### src/sv/alid_pkg.sv
// ----------------------------------------------------------------------------
// alid_pkg: shared types and constants for the array list block
// Widths, operation and status codes, and the per-cell control word.
// ----------------------------------------------------------------------------
package alid_pkg;

	localparam int LIST_DEPTH = 64;
	localparam int IDX_W      = (LIST_DEPTH > 1) ? $clog2(LIST_DEPTH) : 1;
	localparam int CNT_W      = $clog2(LIST_DEPTH + 1);

	localparam int FUNC_W = 2;
	localparam int CODE_W = 32;
	localparam int POS_W  = 7;
	localparam int STAT_W = 2;
	localparam int OCNT_W = 7;
	localparam int HIT_W  = 7;

	localparam int CMP_W = ((CNT_W > POS_W) ? CNT_W : POS_W) + 1;

	localparam int S_TDATA_W = ((CODE_W + POS_W + 7) / 8) * 8;
	localparam int M_TDATA_W = ((OCNT_W + CODE_W + HIT_W + 7) / 8) * 8;

	typedef enum logic [FUNC_W-1:0] {
		FN_APPEND = 2'd0,
		FN_DELETE = 2'd1,
		FN_INSERT = 2'd2,
		FN_READ   = 2'd3
	} func_t;

	typedef enum logic [STAT_W-1:0] {
		ST_OK        = 2'd0,
		ST_FULL      = 2'd1,
		ST_NOT_FOUND = 2'd2,
		ST_BAD_POS   = 2'd3
	} status_t;

	typedef struct packed {
		logic take_prev;
		logic take_next;
		logic take_code;
	} cell_ctrl_t;

endpackage

### src/sv/alid_cell.sv
// ----------------------------------------------------------------------------
// alid_cell: one list slot
// Holds one code, compares it with the incoming code and loads from its
// lower neighbour, its upper neighbour or the new code.
// ----------------------------------------------------------------------------
module alid_cell (
	input  logic                     clk,
	input  logic                     valid,
	input  logic [alid_pkg::CODE_W-1:0] cmp_code,
	input  logic [alid_pkg::CODE_W-1:0] load_code,
	input  logic [alid_pkg::CODE_W-1:0] prev_entry,
	input  logic [alid_pkg::CODE_W-1:0] next_entry,
	input  alid_pkg::cell_ctrl_t     ctrl,
	output logic [alid_pkg::CODE_W-1:0] entry,
	output logic                     match
);
	import alid_pkg::*;

	logic [CODE_W-1:0] entry_q;

	always_ff @(posedge clk) begin
		if (ctrl.take_code) begin
			entry_q <= load_code;
		end else if (ctrl.take_prev) begin
			entry_q <= prev_entry;
		end else if (ctrl.take_next) begin
			entry_q <= next_entry;
		end
	end

	assign entry = entry_q;
	assign match = valid && (entry_q == cmp_code);

endmodule

### config.mk
export PLATFORM = sky130hd
export DESIGN_NAME = alid_cell
export DESIGN_NICKNAME = d
export VERILOG_FILES = /design/src/sv/alid_pkg.sv /design/src/sv/alid_cell.sv
export SDC_FILE = /design/constraint.sdc
export NUM_CORES = 1
export LEC_CHECK = 0
export BUFFER_PORTS_ARGS = -buffer_cell sky130_fd_sc_hd__buf_2
export CORE_MARGIN = 10
export CORE_UTILIZATION = 35
export DETAILED_ROUTE_END_ITERATION = 8
export PLACE_DENSITY_LB_ADDON = 0.2
export RECOVER_POWER = 50
export SYNTH_ARGS = -nofsm -noshare
export SYNTH_HDL_FRONTEND = slang
export SYNTH_SLANG_ARGS = --single-unit
### constraint.sdc
create_clock -name clk -period 1.6 [get_ports clk]
set_clock_uncertainty 0.1 [all_clocks]
set_input_delay 0.24 -clock clk [delete_from_list [all_inputs] [get_ports clk]]
set_output_delay 0.24 -clock clk [all_outputs]
set_load 0.05 [all_outputs]
==> results.toml <==
[run_status]
status = "complete, but fails checks"
failed_checks = "negative setup slack"

[clock_tree]
numCtsBuffers = 5
cts_sinks = 32
root_buffer = "clkbuf_8"
cts_tree = "yes"
path_clk_slew_ns = 0.07
cts_buffer_depth = 2
ctsHoldBuffers = 0
htree_levels = 2

[sta]
hold_viol = 0
slew_violations = 0
worst_pin_slew_ns = 0.985
fin_crit_sh_pct = 130
setup_violations = 1
rsz0062_at_grt = "true"
relSlewSlack_pct = 34.3
fmax_mhz = 480
fin_crit_ns = 2.08
setup_tns_ns = -0.482
timing.final.ws_setup_ns = -0.482

[final_layout]
final_core_util_pct = 54.3
final_nets = 485
diodes = 0
drive_gt1_share_pct = 51.4
area_growth_pct = 51.2
n_fill_cell = 505
fin_area_um2 = 2990
largest_reg_flops = 32
stdcell_count = 424

[logic_synthesis]
yosys-top-cells-count = "32 x edfxtp_1, 32 x mux2i_1, 32 x nand2_1, 32 x o21ai_0, 31 x xor2_1"
syn_inst = 184
syn_area_um2 = 1980
syn_area_per_cell_um2 = 10.8
synth_area_leader_cell = "edfxtp_1"
ys_types = 15
ys_seq_area_share_pct = 48.6
synth-seq-cells = 32
synth_area_leaders = "edfxtp_1 49%, mux2i_1 16%, xor2_1 14%, o21ai_0 8.1%, nand2_1 6.1%"
async_flop_share_pct = 0
synthFlopType = "edfxtp_1"
synth_edf_count = 32
synth_warnings = 0
synth_top_cell_area_share_pct = 48.6
synthesis.nets = 317

[routing]
first_pass_iters = 4
wl_per_cell_um = 16.1
drt-initial-drc-count = 16
drc_errors = 0
totalWireLength_um = 6830
drtAntennaViolNets = 0
vias = 1930
viasPerCell = 4.55

[place]
dp_cells = 417
port_buffers = 165
hpwlAfterDp_um = 5850
gp_congestion = 0.886
dpl_cell_area_um2 = 2900

[worst_setup_path]
start_kind = "register"
required_ns = 1.26
cp_data_arrival_time_ns = 1.74
path_class = "reg -> out"
path_max_fanout = 2
endpoint_kind = "primary output"

[power_and_ir_drop]
pwr-share-seq_pct = 43.2
intPower_uw = 1630
power_leakage_uw = 0.00153
switchingPower_uw = 909
vdd_drop_max_mv = 0.498
comb_power_share_pct = 35.2
switching_share_pct = 35.7
totalPowerFinal_uw = 2540
powerDensity_nw_per_um2 = 850
p_clk_share_pct = 21.6

[run]
max-cap-violations = 0

[grt]
grt_max_degree = 65
grt_pass1_wl_um = 10100
overflow = 0
grt_pass1_vias = 2096
antenna_found_initial = 0
grt_use_total_pct = 14.3

[hold_path]
hold_depth = 3
hold_class = "in -> reg"

[floorplanning]
num_io_pins = 166
start_util_pct = 35.9
fp.dieH_um = 95.2
coreArea_um2 = 5510
die_width_um = 95.2
die_area_um2 = 9060
num_rows = 27
power groups by stage:
stage                     Combinational [uW]  Sequential (uW)  Clock [uW]
after floorplan                          223             1460           0
after detailed placement                 897             1120           0
after global routing                     962             1110         612
after global placement                   889             1110           0
final                                    894             1100         549
after CTS                                904             1100         567
path summary, 6_finish.rpt:
check	startpoint	to	slack, ns
setup / recovery	entry[22]	match	-0.48
hold / removal	load_code[3]	entry[3]	0.14
per-stage QoR:
| stage | setup slack [ns] | hold WS [ns] |
|---|---|---|
| after floorplan | -0.476 | 0.327 |
| after global placement | -0.281 | 0.418 |
| after detailed placement | -0.314 | 0.425 |
| after CTS | -0.507 | 0.132 |
| after global routing | -0.586 | 0.149 |
| final | -0.482 | 0.144 |
worst max-delay path: stages (launching register included):
cell and delay, ns:
edfxtp_1 0.40, xor2_1 0.16, nor4_1 0.31, nand4_1 0.24
nor3_4 0.18, buf_6 0.18
cell type report:
| class | count | area (um^2) | share of cell area [%] |
|---|---|---|---|
| tap | 72 | 90.1 | 3.01 |
| timing repair buffer | 172 | 876 | 29.3 |
| multi-input combinational | 141 | 988 | 33.0 |
| sequential | 32 | 961 | 32.1 |
| clock buffer | 5 | 68.8 | 2.30 |
| clock inverter | 2 | 7.51 | 0.251 |
kinds of logic after synthesis:
group	Yosys count	share of synthesized area [%]
and+or+nand+nor	45	10.2
AOI/OAI and AO/OA	32	8.10
xor gates and xnor gates	32	14.2
muxes	32	16.2
DFF	32	48.6
buffers and inverters	11	2.78
timing repair:
action,in CTS,in global routing
cloned,0,0
pin swaps,2,2
endpoints found under the setup margin,1,1
resized for setup,3,2
setup buffers,0,0
layer usage:
layer	wire length [um]	part of all wire (%)	GRT usage, %	vias to the layer above
met1	2390	35	13.9	840
met2	3580	52	26.5	91
li1	-	-	-	994
met5	0	0	0	-
met4	45	0.66	3.37	0
met3	816	12	7.15	5
layout by cell type (no fill, tap or decap):
master and instances:
edfxtp_1 32, nor3_1 1, or3_2 1, o21ai_0 32, nand4_1 1, nor3_4 1
buf_6 1, mux2i_1 32, nor4_2 3, nor4_1 4, buf_2 163, clkbuf_1 1
xor2_1 31, xnor2_1 1, clkbuf_2 3, nand3_1 2, nand2_1 32, clkinv_1 2
buf_4 4, clkbuf_8 5
Note: power is estimated with default switching activity, not from simulation.
